## config.mk

```make
export PLATFORM = sky130hd
export DESIGN_NAME = frame_time_window_stats
export DESIGN_NICKNAME = d
export VERILOG_FILES = /design/src/rtl/core/ftws_pkg.sv /design/src/rtl/core/ftws_div.sv /design/src/rtl/core/ftws_ctrl.sv /design/src/rtl/core/ftws_dp.sv /design/src/rtl/core/frame_time_window_stats.sv
export SDC_FILE = /design/constraint.sdc
export NUM_CORES = 2
export LEC_CHECK = 0
export ABC_CLOCK_PERIOD_IN_PS = 4860
export BUFFER_PORTS_ARGS = -buffer_cell sky130_fd_sc_hd__buf_4
export CELL_PAD_IN_SITES_DETAIL_PLACEMENT = 1
export CELL_PAD_IN_SITES_GLOBAL_PLACEMENT = 2
export CORE_UTILIZATION = 44
export CTS_BUF_LIST = sky130_fd_sc_hd__clkbuf_8
export DETAILED_ROUTE_END_ITERATION = 8
export PLACE_DENSITY_LB_ADDON = 0.12
export SETUP_SLACK_MARGIN = 0.4
export SLEW_MARGIN = 10
export SYNTH_ARGS = -nofsm -noshare
export SYNTH_HDL_FRONTEND = slang
export SYNTH_SLANG_ARGS = --single-unit
export TNS_END_PERCENT = 20
```

## constraint.sdc

```tcl
create_clock -name clk -period 4.86 [get_ports clk]
set_clock_uncertainty 0.05 [all_clocks]
set_input_delay 0 -clock clk [delete_from_list [all_inputs] [get_ports clk]]
set_output_delay 0 -clock clk [all_outputs]
set_load 0.05 [all_outputs]
```

## src/rtl/core/ftws_pkg.sv

```systemverilog
// Package for the frame time window statistics block.
// Holds field widths, action codes, controller states and the ctrl/datapath structs.
// No dependencies.
package ftws_pkg;

	localparam int ACTION_W     = 2;
	localparam int DUR_W        = 32;
	localparam int TOTAL_W      = 40;
	localparam int CALLS_W      = 16;
	localparam int FILL_W       = 6;
	localparam int OUT_DATA_W   = 176;
	localparam int WINDOW_DEPTH_DEF = 60;

	typedef enum logic [ACTION_W-1:0] {
		ACT_RECORD = 2'd0,
		ACT_START  = 2'd1,
		ACT_END    = 2'd2,
		ACT_CLEAR  = 2'd3
	} ftws_action_t;

	typedef enum logic [1:0] {
		ST_IDLE,
		ST_START,
		ST_BUSY,
		ST_EMIT
	} ftws_state_t;

	typedef struct packed {
		logic exec;      // apply the accepted beat to the frame/window state
		logic push;      // push frame total into the window
		logic start;     // kick off window max scan and average divide
		logic load_avg;  // capture the divider quotient
		logic load_out;  // load the output register
	} ftws_cmd_t;

	typedef struct packed {
		logic scan_done;
		logic div_done;
	} ftws_stat_t;

endpackage

```

## src/rtl/core/ftws_div.sv

```systemverilog
// Restoring divider, one quotient bit per cycle.
// Used for the window average. Depends on nothing but its parameters.
module ftws_div #(
	parameter int DW = 46,
	parameter int VW = 6
) (
	input  logic          clk,
	input  logic          arst_n,
	input  logic          start,
	input  logic [DW-1:0] dividend,
	input  logic [VW-1:0] divisor,
	output logic          busy,
	output logic [DW-1:0] quotient
);
	localparam int SW = $clog2(DW + 1);

	logic [SW-1:0] steps_q;
	logic [DW-1:0] num_q;
	logic [DW-1:0] quo_q;
	logic [VW:0]   rem_q;
	logic [VW-1:0] den_q;
	logic [VW:0]   trial;
	logic [VW:0]   diff;

	assign trial = {rem_q[VW-1:0], num_q[DW-1]};
	assign diff  = trial - {1'b0, den_q};

	always_ff @(posedge clk or negedge arst_n) begin
		if (!arst_n) begin
			steps_q <= '0;
		end else if (start) begin
			steps_q <= SW'(DW);
		end else if (steps_q != '0) begin
			steps_q <= steps_q - 1'b1;
		end
	end

	always_ff @(posedge clk) begin
		if (start) begin
			num_q <= dividend;
			den_q <= divisor;
			rem_q <= '0;
			quo_q <= '0;
		end else if (steps_q != '0) begin
			num_q <= {num_q[DW-2:0], 1'b0};
			if (trial >= {1'b0, den_q}) begin
				rem_q <= diff;
				quo_q <= {quo_q[DW-2:0], 1'b1};
			end else begin
				rem_q <= trial;
				quo_q <= {quo_q[DW-2:0], 1'b0};
			end
		end
	end

	assign busy     = (steps_q != '0);
	assign quotient = quo_q;

endmodule

```

## src/rtl/core/ftws_ctrl.sv

```systemverilog
// Controller for the frame time window statistics block.
// Sequences accept, window update, scan/divide and result load. Uses ftws_pkg.
module ftws_ctrl (
	input  logic                 clk,
	input  logic                 arst_n,
	input  logic                 s_tvalid,
	output logic                 s_tready,
	input  logic [1:0]           s_tuser,
	output logic                 m_tvalid,
	input  logic                 m_tready,
	input  logic                 cfg_we,
	input  logic                 cfg_wdata,
	input  ftws_pkg::ftws_stat_t stat,
	output ftws_pkg::ftws_cmd_t  cmd
);
	import ftws_pkg::*;

	ftws_state_t state_q, state_d;
	logic        enable_q;
	logic        m_tvalid_q;

	always_ff @(posedge clk or negedge arst_n) begin
		if (!arst_n) begin
			state_q <= ST_IDLE;
		end else begin
			state_q <= state_d;
		end
	end

	always_ff @(posedge clk or negedge arst_n) begin
		if (!arst_n) begin
			enable_q <= 1'b0;
		end else if (cfg_we) begin
			enable_q <= cfg_wdata;
		end
	end

	always_ff @(posedge clk or negedge arst_n) begin
		if (!arst_n) begin
			m_tvalid_q <= 1'b0;
		end else if (cmd.load_out) begin
			m_tvalid_q <= 1'b1;
		end else if (m_tready) begin
			m_tvalid_q <= 1'b0;
		end
	end

	always_comb begin
		state_d  = state_q;
		cmd      = '0;
		s_tready = 1'b0;
		case (state_q)
			ST_IDLE: begin
				s_tready = 1'b1;
				if (s_tvalid) begin
					cmd.exec = 1'b1;
					if (ftws_action_t'(s_tuser) == ACT_END && enable_q) begin
						cmd.push = 1'b1;
						state_d  = ST_START;
					end else begin
						state_d = ST_EMIT;
					end
				end
			end
			ST_START: begin
				cmd.start = 1'b1;
				state_d   = ST_BUSY;
			end
			ST_BUSY: begin
				if (stat.scan_done && stat.div_done) begin
					cmd.load_avg = 1'b1;
					state_d      = ST_EMIT;
				end
			end
			ST_EMIT: begin
				if (!m_tvalid_q || m_tready) begin
					cmd.load_out = 1'b1;
					state_d      = ST_IDLE;
				end
			end
			default: begin
				state_d = ST_IDLE;
			end
		endcase
	end

	assign m_tvalid = m_tvalid_q;

endmodule

```

## src/rtl/core/ftws_dp.sv

```systemverilog
// Datapath for the frame time window statistics block.
// Frame counters, window store and sum, max scan, divider, output register.
// Uses ftws_pkg and ftws_div.
module ftws_dp #(
	parameter int WINDOW_DEPTH = ftws_pkg::WINDOW_DEPTH_DEF
) (
	input  logic                            clk,
	input  logic                            arst_n,
	input  logic [ftws_pkg::ACTION_W-1:0]   action,
	input  logic [ftws_pkg::DUR_W-1:0]      duration_ns,
	input  ftws_pkg::ftws_cmd_t             cmd,
	output ftws_pkg::ftws_stat_t            stat,
	output logic [ftws_pkg::OUT_DATA_W-1:0] out_data
);
	import ftws_pkg::*;

	localparam int CW = $clog2(WINDOW_DEPTH + 1);
	localparam int IW = (WINDOW_DEPTH > 1) ? $clog2(WINDOW_DEPTH) : 1;
	localparam int SW = TOTAL_W + CW;
	localparam logic [CW:0]   DEPTH_X    = (CW + 1)'(WINDOW_DEPTH);
	localparam logic [CW-1:0] DEPTH_C    = CW'(WINDOW_DEPTH);
	localparam logic [IW-1:0] LAST_IDX   = IW'(WINDOW_DEPTH - 1);
	localparam logic [TOTAL_W-1:0] TOTAL_MAX = '1;
	localparam logic [CALLS_W-1:0] CALLS_MAX = '1;

	// frame counters
	logic [TOTAL_W-1:0] total_q;
	logic [DUR_W-1:0]   fmax_q;
	logic [CALLS_W-1:0] calls_q;
	logic [TOTAL_W:0]   total_sum;

	// window state
	logic [TOTAL_W-1:0] mem [WINDOW_DEPTH];
	logic [TOTAL_W-1:0] rd_data_q;
	logic [IW-1:0]      rd_addr;
	logic [CW-1:0]      count_q;
	logic [IW-1:0]      oldest_q;
	logic [SW-1:0]      sum_q;
	logic               full;
	logic [CW:0]        tail_raw;
	logic [IW-1:0]      wr_slot;

	// max scan
	logic [CW-1:0]      rem_q;
	logic [IW-1:0]      ptr_q;
	logic               vld_s1;
	logic [TOTAL_W-1:0] best_q;

	// average
	logic [TOTAL_W-1:0] avg_q;
	logic               div_busy;
	logic [SW-1:0]      quotient;

	ftws_action_t act;
	assign act = ftws_action_t'(action);

	assign total_sum = {1'b0, total_q} + {{(TOTAL_W + 1 - DUR_W){1'b0}}, duration_ns};

	always_ff @(posedge clk or negedge arst_n) begin
		if (!arst_n) begin
			total_q <= '0;
			fmax_q  <= '0;
			calls_q <= '0;
		end else if (cmd.exec) begin
			case (act)
				ACT_RECORD: begin
					total_q <= total_sum[TOTAL_W] ? TOTAL_MAX : total_sum[TOTAL_W-1:0];
					if (duration_ns > fmax_q) begin
						fmax_q <= duration_ns;
					end
					if (calls_q != CALLS_MAX) begin
						calls_q <= calls_q + 1'b1;
					end
				end
				ACT_START, ACT_CLEAR: begin
					total_q <= '0;
					fmax_q  <= '0;
					calls_q <= '0;
				end
				default: begin
				end
			endcase
		end
	end

	assign full     = (count_q == DEPTH_C);
	assign tail_raw = {{(CW + 1 - IW){1'b0}}, oldest_q} + {1'b0, count_q};
	assign wr_slot  = full ? oldest_q
		: (tail_raw >= DEPTH_X) ? IW'(tail_raw - DEPTH_X) : IW'(tail_raw);

	// rd_data_q holds the oldest entry whenever no scan runs; a full push uses it
	always_ff @(posedge clk or negedge arst_n) begin
		if (!arst_n) begin
			count_q  <= '0;
			oldest_q <= '0;
			sum_q    <= '0;
		end else if (cmd.exec && act == ACT_CLEAR) begin
			count_q  <= '0;
			oldest_q <= '0;
			sum_q    <= '0;
		end else if (cmd.push) begin
			if (full) begin
				sum_q    <= sum_q - SW'(rd_data_q) + SW'(total_q);
				oldest_q <= (oldest_q == LAST_IDX) ? '0 : oldest_q + 1'b1;
			end else begin
				sum_q   <= sum_q + SW'(total_q);
				count_q <= count_q + 1'b1;
			end
		end
	end

	always_ff @(posedge clk) begin
		if (cmd.push) begin
			mem[wr_slot] <= total_q;
		end
	end

	assign rd_addr = (rem_q != '0) ? ptr_q : oldest_q;

	always_ff @(posedge clk) begin
		rd_data_q <= mem[rd_addr];
	end

	always_ff @(posedge clk or negedge arst_n) begin
		if (!arst_n) begin
			rem_q  <= '0;
			ptr_q  <= '0;
			vld_s1 <= 1'b0;
		end else if (cmd.start) begin
			rem_q  <= count_q;
			ptr_q  <= oldest_q;
			vld_s1 <= 1'b0;
		end else if (rem_q != '0) begin
			rem_q  <= rem_q - 1'b1;
			ptr_q  <= (ptr_q == LAST_IDX) ? '0 : ptr_q + 1'b1;
			vld_s1 <= 1'b1;
		end else begin
			vld_s1 <= 1'b0;
		end
	end

	always_ff @(posedge clk or negedge arst_n) begin
		if (!arst_n) begin
			best_q <= '0;
		end else if (cmd.start || (cmd.exec && act == ACT_CLEAR)) begin
			best_q <= '0;
		end else if (vld_s1 && rd_data_q > best_q) begin
			best_q <= rd_data_q;
		end
	end

	ftws_div #(
		.DW (SW),
		.VW (CW)
	) u_div (
		.clk      (clk),
		.arst_n   (arst_n),
		.start    (cmd.start),
		.dividend (sum_q),
		.divisor  (count_q),
		.busy     (div_busy),
		.quotient (quotient)
	);

	always_ff @(posedge clk or negedge arst_n) begin
		if (!arst_n) begin
			avg_q <= '0;
		end else if (cmd.exec && act == ACT_CLEAR) begin
			avg_q <= '0;
		end else if (cmd.load_avg) begin
			avg_q <= TOTAL_W'(quotient);
		end
	end

	assign stat.scan_done = (rem_q == '0) && !vld_s1;
	assign stat.div_done  = !div_busy;

	always_ff @(posedge clk) begin
		if (cmd.load_out) begin
			out_data <= {2'b00, calls_q, fmax_q, total_q, FILL_W'(count_q), best_q, avg_q};
		end
	end

endmodule

```

## src/rtl/core/frame_time_window_stats.sv

```systemverilog
// Frame time window statistics: top level.
// Per-frame duration totals plus average and maximum over a window of frame totals.
//
// Input stream: s_tuser carries the action (record, frame start, frame end,
// clear all), s_tdata the duration in ns. Every input beat yields one output beat
// on m_tdata with the window and frame statistics as they stand after that beat.
// Config: cfg_we/cfg_wdata write the enable bit; while set, frame end pushes the
// frame total into the window. Write it only while the block is idle.
// Sequencing: a beat that pushes nothing into the window goes from ST_IDLE to
// ST_EMIT, which loads the output register once it is free, and m_tvalid then
// rises; a new beat is taken only back in ST_IDLE. A frame end that pushes
// reruns the window max scan (one memory read per held entry) and the restoring
// divide for the average (one bit per cycle over the 40 + clog2(WINDOW_DEPTH+1)
// bit window sum, 46 bits at depth 60) side by side in ST_BUSY, then loads the
// average there and the output register in ST_EMIT. One item is in work at a time.
// The output register decouples the sides: the next beat is accepted while a
// result waits; if m_tready stays low the block holds its finished result and
// stops accepting. Reset clears frame counters, window fill, sum and the enable
// bit; no clearing pass over the window memory is needed.
module frame_time_window_stats #(
	parameter int WINDOW_DEPTH = ftws_pkg::WINDOW_DEPTH_DEF
) (
	input  logic                            clk,
	input  logic                            arst_n,
	input  logic                            s_tvalid,
	output logic                            s_tready,
	input  logic [ftws_pkg::DUR_W-1:0]      s_tdata,  // [31:0] duration_ns
	input  logic [ftws_pkg::ACTION_W-1:0]   s_tuser,  // [1:0] action
	output logic                            m_tvalid,
	input  logic                            m_tready,
	// [39:0] window_average_ns, [79:40] window_max_ns, [85:80] window_fill,
	// [125:86] frame_total_ns, [157:126] frame_max_ns, [173:158] frame_count
	output logic [ftws_pkg::OUT_DATA_W-1:0] m_tdata,
	input  logic                            cfg_we,
	input  logic                            cfg_wdata
);
	import ftws_pkg::*;

	ftws_cmd_t  cmd;
	ftws_stat_t stat;

	ftws_ctrl u_ctrl (
		.clk       (clk),
		.arst_n    (arst_n),
		.s_tvalid  (s_tvalid),
		.s_tready  (s_tready),
		.s_tuser   (s_tuser),
		.m_tvalid  (m_tvalid),
		.m_tready  (m_tready),
		.cfg_we    (cfg_we),
		.cfg_wdata (cfg_wdata),
		.stat      (stat),
		.cmd       (cmd)
	);

	ftws_dp #(
		.WINDOW_DEPTH (WINDOW_DEPTH)
	) u_dp (
		.clk         (clk),
		.arst_n      (arst_n),
		.action      (s_tuser),
		.duration_ns (s_tdata),
		.cmd         (cmd),
		.stat        (stat),
		.out_data    (m_tdata)
	);

endmodule
```

# Word-level counts from Yosys, hierarchy flattened
# Memories as Yosys holds them, arrays and structs flattened. A register that Yosys moved wholly into a read port is not among the register bits.
# Cells that the tools add are included.
dict set report classes {
  n_eq_ne 16
  n_div 0
  shift 0
  reduce_logical 30
  n_mux 54
  n_mul 0
  bitwise 0
  n_addsub 13
  n_lt_le_gt_ge 4
}
# cell n
set ops {}
lappend ops {{$mux W46} 5}
lappend ops {{$mux W40} 5}
lappend ops {{$mux W6} 18}
lappend ops {{$add A46 B40 Y46} 2}
lappend ops {{$pmux W40 S2} 1}
lappend ops {{$pmux W32 S2} 1}
lappend ops {{$sub A46 B40 Y46} 1}
lappend ops {{$add A40 B32 Y41} 1}
lappend ops {{$gt A40 B40 Y1} 1}
lappend ops {{$gt A32 B32 Y1} 1}
lappend ops {{$mux W32} 1}
lappend ops {{$pmux W16 S2} 1}
lappend ops {{$add A6 B1 Y6 const B} 3}
lappend ops {{$eq A6 B6 Y1 const B} 3}
lappend ops {{$add A16 B1 Y16 const B} 1}
lappend ops {{$mux W16} 1}
lappend ops {{$ne A16 B16 Y1 const B} 1}
lappend ops {{$reduce_bool A2 Y1} 8}
lappend ops {{$mux W1} 14}
lappend ops {{$mux W2} 6}
lappend ops {{$reduce_bool A6 Y1} 2}
lappend ops {{$sub A6 B1 Y6 const B} 2}
lappend ops {{$reduce_and A3 Y1} 3}
lappend ops {{$eq A2 B2 Y1 const B} 4}
lappend ops {{16 further kinds} 31}
dict set report word_totals {
  elab_cells 138
  inputBits 40
  n_memories 1
  rom_bits 0
  reg_bits 521
  mem_bits_rw 2400
  latch_bits 0
}
# memory depth width rd rd_ports_with_merged_regs write_ports line
set mem_list {}
lappend mem_list {u_dp.mem 60 40 1 1 1 ftws_dp.sv:33} ;# logic [TOTAL_W-1:0] mem [WINDOW_DEPTH];

# Logic depth before layout (Yosys ltp)
dict set report logic_depth {
  word_depth 8
  ltp_mapped 16
}

# Hierarchy
# Synthesis repeated with hierarchy kept, for this count alone.
dict set report hier_totals {
  cells_unflattened 8169
  hier_area_um2 124264.2
}
# mod cells_each seq_area_each_um2 instances area_each_um2
set modules_own_cells {}
lappend modules_own_cells {ftws_dp 7738 84075.6 1 119425.8}
lappend modules_own_cells {ftws_div 405 2752.6 1 4563.1}
lappend modules_own_cells {ftws_ctrl 26 100.1 1 275.3}

# Worst setup path before layout
# Ideal clock, no wire load.
dict set report synth_path {
  path_type {reg2reg}
  startpoint {register u_ctrl.m_tvalid_q, in the netlist u_ctrl.m_tvalid}
  endpoint {register u_dp.out_data[0] (netlist name), enable pin}
  t_arrival_ns 4.741
  stages_incl_launch_ff 3
  period_less_slack_ns 5.347
  path_slack_ns -0.487
  cell_sequence {dfrtp_1 -> nand2b_1 -> and2_1}
}
# item line
set synth_rtl {}
lappend synth_rtl {{from (decl)} ftws_ctrl.sv:20} ;# logic m_tvalid_q;
lappend synth_rtl {{from (signal assigned)} ftws_ctrl.sv:40} ;# m_tvalid_q <= 1'b0;
lappend synth_rtl {{from (signal assigned)} ftws_ctrl.sv:42} ;# m_tvalid_q <= 1'b1;
lappend synth_rtl {{from (signal assigned)} ftws_ctrl.sv:44} ;# m_tvalid_q <= 1'b0;
lappend synth_rtl {{to (signal assigned)} ftws_dp.sv:180} ;# out_data <= {2'b00, calls_q, fmax_q, total_q, FILL_W'(count_q), best_q, avg_q};
lappend synth_rtl {{to (decl)} ftws_dp.sv:13} ;# output logic [ftws_pkg::OUT_DATA_W-1:0] out_data

# Final worst setup path
dict set report layout_path {
  startpoint {register u_dp.rem_q[0]}
  endpoint {register u_dp.rd_data_q[27], read port of u_dp.mem}
}
dict set report layout_via {
  elab_chain_len 2
}
# item line
set layout_rtl {}
lappend layout_rtl {{from (decl)} ftws_dp.sv:44} ;# logic [CW-1:0] rem_q;
lappend layout_rtl {{from (signal assigned)} ftws_dp.sv:130} ;# rem_q <= count_q;
lappend layout_rtl {{from (signal assigned)} ftws_dp.sv:134} ;# rem_q <= rem_q - 1'b1;
lappend layout_rtl {{$reduce_bool A6 Y1} ftws_dp.sv:118} ;# assign rd_addr = (rem_q != '0) ? ptr_q : oldest_q;
lappend layout_rtl {{$mux W6} ftws_dp.sv:118}
lappend layout_rtl {{to (decl)} ftws_dp.sv:34} ;# logic [TOTAL_W-1:0] rd_data_q;
# No other way between the ends.
# A chain may end at the register's enable or synchronous reset.

==> results.sh <==
export IMPL_global_route_overflow_total=0
export IMPL_drive_above_1_share_pct=20.7
export IMPL_period_minus_slack_ns=4.47
export IMPL_drt_drc=42
export IMPL_dpl_cell_area_mm2=0.133
export IMPL_avgSynthCellArea_um2=15.3
export IMPL_worst_slack_ns=0.395
export IMPL_worst_pin_slew_ns=1.17
export IMPL_timing_critical_path_from_type="flop"
export IMPL_timing_worst_setup_path_type="reg -> reg"
export IMPL_finalMaxSlewViolations=0
export IMPL_area_growth_syn_to_layout_pct=16.5
export IMPL_finalHoldWorstSlack_ns=0.0950
export IMPL_number_of_nets_in_the_final_layout=9219
export IMPL_root_buffer_cell="sky130_fd_sc_hd__clkbuf_8"
export IMPL_clock_tree_from_tritoncts="yes"
export IMPL_grt_max_degree=89
export IMPL_clkTransAtPathRegs_ns=0.07
export IMPL_first_global_vias=79200
export IMPL_rsz0062_at_grt="true"
export IMPL_route_final_wire_length_um=399000
export IMPL_core_region_area_mm2=0.280
export IMPL_dp_hpwl_um=251000
export IMPL_cell_area_synth_mm2=0.124
export IMPL_hold_viol=0
export IMPL_cts_root_to_sink_buffers=4
export IMPL_min_period_over_period_pct=91.9
export IMPL_port_buffers=215
export IMPL_rows=194
export IMPL_number_of_synthesized_flops_with_an_enable_pin=2626
export IMPL_dr_first_iter_drc_count=7369
export IMPL_ys_async_sr_fraction_pct=8.41
export IMPL_failed_checks="DRC"
export IMPL_cp_end_kind="flop"
export IMPL_grt_pass1_wl_um=571000
export IMPL_power_density_mw_per_mm2=637
export IMPL_synth_top_cells_by_area="sky130_fd_sc_hd__edfxtp_1, sky130_fd_sc_hd__mux4_2, sky130_fd_sc_hd__dfrtp_1"
export IMPL_min_path_type="in -> reg"
export IMPL_final_area_mm2=0.144
export IMPL_h_tree_depth=5
export IMPL_synth_largest_area_cell="sky130_fd_sc_hd__edfxtp_1"
export IMPL_die_y_um=533
export IMPL_total_of_flip_flops_plus_latches_after_synthesis=2961
export IMPL_max_cap_viol_count=0
export IMPL_leakage_nw=52.3
export IMPL_worstPathMaxFanout=38
export IMPL_relative_slew_slack_pct=21.5
export IMPL_count_of_tritonroute_iterations_in_the_first_routing_pass=9
export IMPL_place_congestion=0.934
export IMPL_critical_path_arrival_ns=5.37
export IMPL_wl_per_cell_um=30.5
export IMPL_finalSetupViolations=0
export IMPL_antenna_found_initial=22
export IMPL_timing_reg2reg_worst_path_depth=14
export IMPL_clkLatencyLatePin_ns=1.17
export IMPL_timing_rr_start="u_dp.rem_q[0]$_DFFE_PN0P_"
export IMPL_pre_cts_slack_ns=-0.332
export IMPL_synth_largest_type_area_fraction_pct=63.7
export IMPL_dieWidth_um=533
export IMPL_timing_rr_end="u_dp.rd_data_q[27]$_DFF_P_"
export IMPL_route_antenna_remaining_nets=0
export IMPL_number_of_placed_i_o_pins=218
export IMPL_endpoint_required_time_on_the_critical_path_ns=5.77
export IMPL_holdPathEnd="u_dp.total_q[25]$_DFFE_PN0P_"
export IMPL_peakVddDrop_uv=405
export IMPL_cts_buffers_inserted=479
export IMPL_r2r_setup_slack_ns=0.39
export IMPL_floorplan_initialDensity_pct=44.3
export IMPL_min_path_cells=6
export IMPL_post_synthesis_sequential_area_ratio_pct=70.1
export IMPL_die_ar_mm2=0.284
export IMPL_fmax_ghz=0.224
export IMPL_status="finished with violations"
export IMPL_post_synthesis_cell_type_count=91
export IMPL_ys_flop_type="sky130_fd_sc_hd__edfxtp_1"
export IMPL_post_synth_inst_count=8080
export IMPL_via_count=76800
export IMPL_grt_use_total_pct=27.8
export IMPL_synth_warnings=0
export IMPL_clock_sink_count=2961
export IMPL_routed_via_density=5.87
export IMPL_min_delay_start="s_tdata[25]"
[critical path, stage by stage (launching register included)]
cell	delay, ns
sky130_fd_sc_hd__dfrtp_1	0.40
sky130_fd_sc_hd__inv_1	0.14
sky130_fd_sc_hd__ha_1	0.24
sky130_fd_sc_hd__nand2b_1	0.14
sky130_fd_sc_hd__nor4_4	0.22
sky130_fd_sc_hd__buf_4	0.20
sky130_fd_sc_hd__mux2i_4	0.32
sky130_fd_sc_hd__buf_12	0.21
sky130_fd_sc_hd__buf_12	0.18
sky130_fd_sc_hd__buf_12	0.32
sky130_fd_sc_hd__mux4_2	0.56
sky130_fd_sc_hd__nand2_1	0.10
sky130_fd_sc_hd__a311oi_1	0.17
sky130_fd_sc_hd__a311oi_1	0.88
sky130_fd_sc_hd__a21oi_1	0.14
[logic make-up (layout without fill, tap and decap cells)]
group	count (synthesis)	in the layout	synth area share [%]
AOI/OAI and AO/OA	1313	1313	6.74
xor gates and xnor gates	122	122	0.863
adders and majority gates	263	263	2.92
buffers and inverters	728	1969	2.61
DFF	2961	2961	70.1
muxes	664	665	9.71
other	1	20	0.00303
and+or+nand+nor	2028	2028	7.07
[cells in the mapped netlist (all sizes together), types with 209 or more instances]
library cell and n:
edfxtp 2626, nand2 1127, a21oi 481, mux4 425, inv 294, nor2 291
nand3 267, dfrtp 249, o21ai 232, buf 225, ha 219, clkbuf 209
[sequential cells by signal (all words and copies together), names as in the netlist, 2 cells and up]
signal               flops
u_ctrl.state_q           2
u_dp.avg_q              40
u_dp.best_q             40
u_dp.calls_q            16
u_dp.count_q             6
u_dp.fmax_q             32
u_dp.mem              2400
u_dp.oldest_q            6
u_dp.out_data          174
u_dp.ptr_q               6
u_dp.rd_data_q          40
u_dp.rem_q               6
u_dp.sum_q              46
u_dp.total_q            40
u_dp.u_div.den_q         6
u_dp.u_div.num_q        46
u_dp.u_div.quotient     40
u_dp.u_div.rem_q         6
u_dp.u_div.steps_q       6
[where the power goes]
group | internal, mW | leakage (nW) | switching (mW)
logic | 13.1 | 18.9 | 24.0
clock network | 10.7 | 5.40 | 10.3
registers | 31.9 | 28.0 | 1.93
total | 55.8 | 52.3 | 36.2
[through the flow]
| step | instances | utilization, % | TNS, ns | total power [mW] |
|---|---|---|---|---|
| floorplan | 8081 | - | -463.67 | 56.2 |
| global placement | 12000 | 47.6 | -0.676 | 70.1 |
| detailed placement | 12000 | 47.6 | -0.705 | 70.7 |
| CTS | 13000 | 51.5 | 0 | 92.3 |
| global route | 13100 | 51.6 | 0 | 96.3 |
| finish | 13100 | 51.6 | 0 | 92.0 |
[routing by layer]
metal	wire [um]	GRT usage, %	vias up
li1	-	-	32800
met1	167000	38.0	40700
met2	194000	46.1	2784
met3	28000	4.79	515
met4	9980	7.28	4
met5	14	0	-
[what timing repair did]
item	CTS	global route
setup endpoints to repair	504	2314
setup buffers	2	14
hold endpoints to repair	531	0
hold buffers	145	0
cloned	0	2
resized for setup	18	26
pin swaps	1	3
[cells in the final DEF (no fill, tap or decap), types with 34 or more instances in the layout]
cell type                          n
sky130_fd_sc_hd__dfrtp_1         207
sky130_fd_sc_hd__a22oi_1          40
sky130_fd_sc_hd__o21ai_1          38
sky130_fd_sc_hd__buf_4           535
sky130_fd_sc_hd__ha_1            218
sky130_fd_sc_hd__dfxtp_1          85
sky130_fd_sc_hd__fa_1             44
sky130_fd_sc_hd__mux2_2           50
sky130_fd_sc_hd__buf_12           98
sky130_fd_sc_hd__dfrtp_2          42
sky130_fd_sc_hd__nor2_4           63
sky130_fd_sc_hd__nand2_1        1118
sky130_fd_sc_hd__inv_1           466
sky130_fd_sc_hd__a31oi_1          46
sky130_fd_sc_hd__o221ai_1         51
sky130_fd_sc_hd__nor3_1          107
sky130_fd_sc_hd__clkbuf_8        522
sky130_fd_sc_hd__clkinv_1         98
sky130_fd_sc_hd__o211ai_1         49
sky130_fd_sc_hd__edfxtp_1       2626
sky130_fd_sc_hd__nand2b_1         37
sky130_fd_sc_hd__nand3_1         266
sky130_fd_sc_hd__mux2i_1         180
sky130_fd_sc_hd__a21o_1           98
sky130_fd_sc_hd__nor2_1          224
sky130_fd_sc_hd__mux4_2          425
sky130_fd_sc_hd__o21ai_0         190
sky130_fd_sc_hd__nand4_1          47
sky130_fd_sc_hd__xor2_1           53
sky130_fd_sc_hd__clkinv_2         54
sky130_fd_sc_hd__a211oi_1         34
sky130_fd_sc_hd__a21oi_1         475
sky130_fd_sc_hd__a311oi_1         39
sky130_fd_sc_hd__dlygate4sd3_1   144
sky130_fd_sc_hd__xnor2_1          68
[how the worst max path moves through the flow]
stage                             endpoint  cells after the start                          from
6_report        u_dp.rd_data_q[27]$_DFF_P_                     14     u_dp.rem_q[0]$_DFFE_PN0P_
5_1_grt         u_dp.rd_data_q[27]$_DFF_P_                     14     u_dp.rem_q[0]$_DFFE_PN0P_
4_1_cts        u_dp.total_q[9]$_DFFE_PN0P_                     12  u_dp.total_q[11]$_DFFE_PN0P_
3_5_place_dp     u_dp.rd_data_q[0]$_DFF_P_                     14     u_dp.rem_q[0]$_DFFE_PN0P_
3_3_place_gp     u_dp.rd_data_q[0]$_DFF_P_                     14     u_dp.rem_q[0]$_DFFE_PN0P_
2_1_floorplan    u_dp.mem[34][0]$_DFFE_PP_                     14  u_dp.oldest_q[1]$_DFFE_PN0P_
[final cells by class]
type | count | area [um2]
repair buffers | 787 | 7600
multi-input cells | 4393 | 34700
clock buffers | 522 | 7180
clock inverters | 366 | 2100
diodes | 18 | 45.0
well taps | 3724 | 4660
fillers | 26800 | 135000
inverters | 294 | 1100
flip-flops and latches | 2961 | 86900
Note: power is estimated with default switching activity, not from simulation.
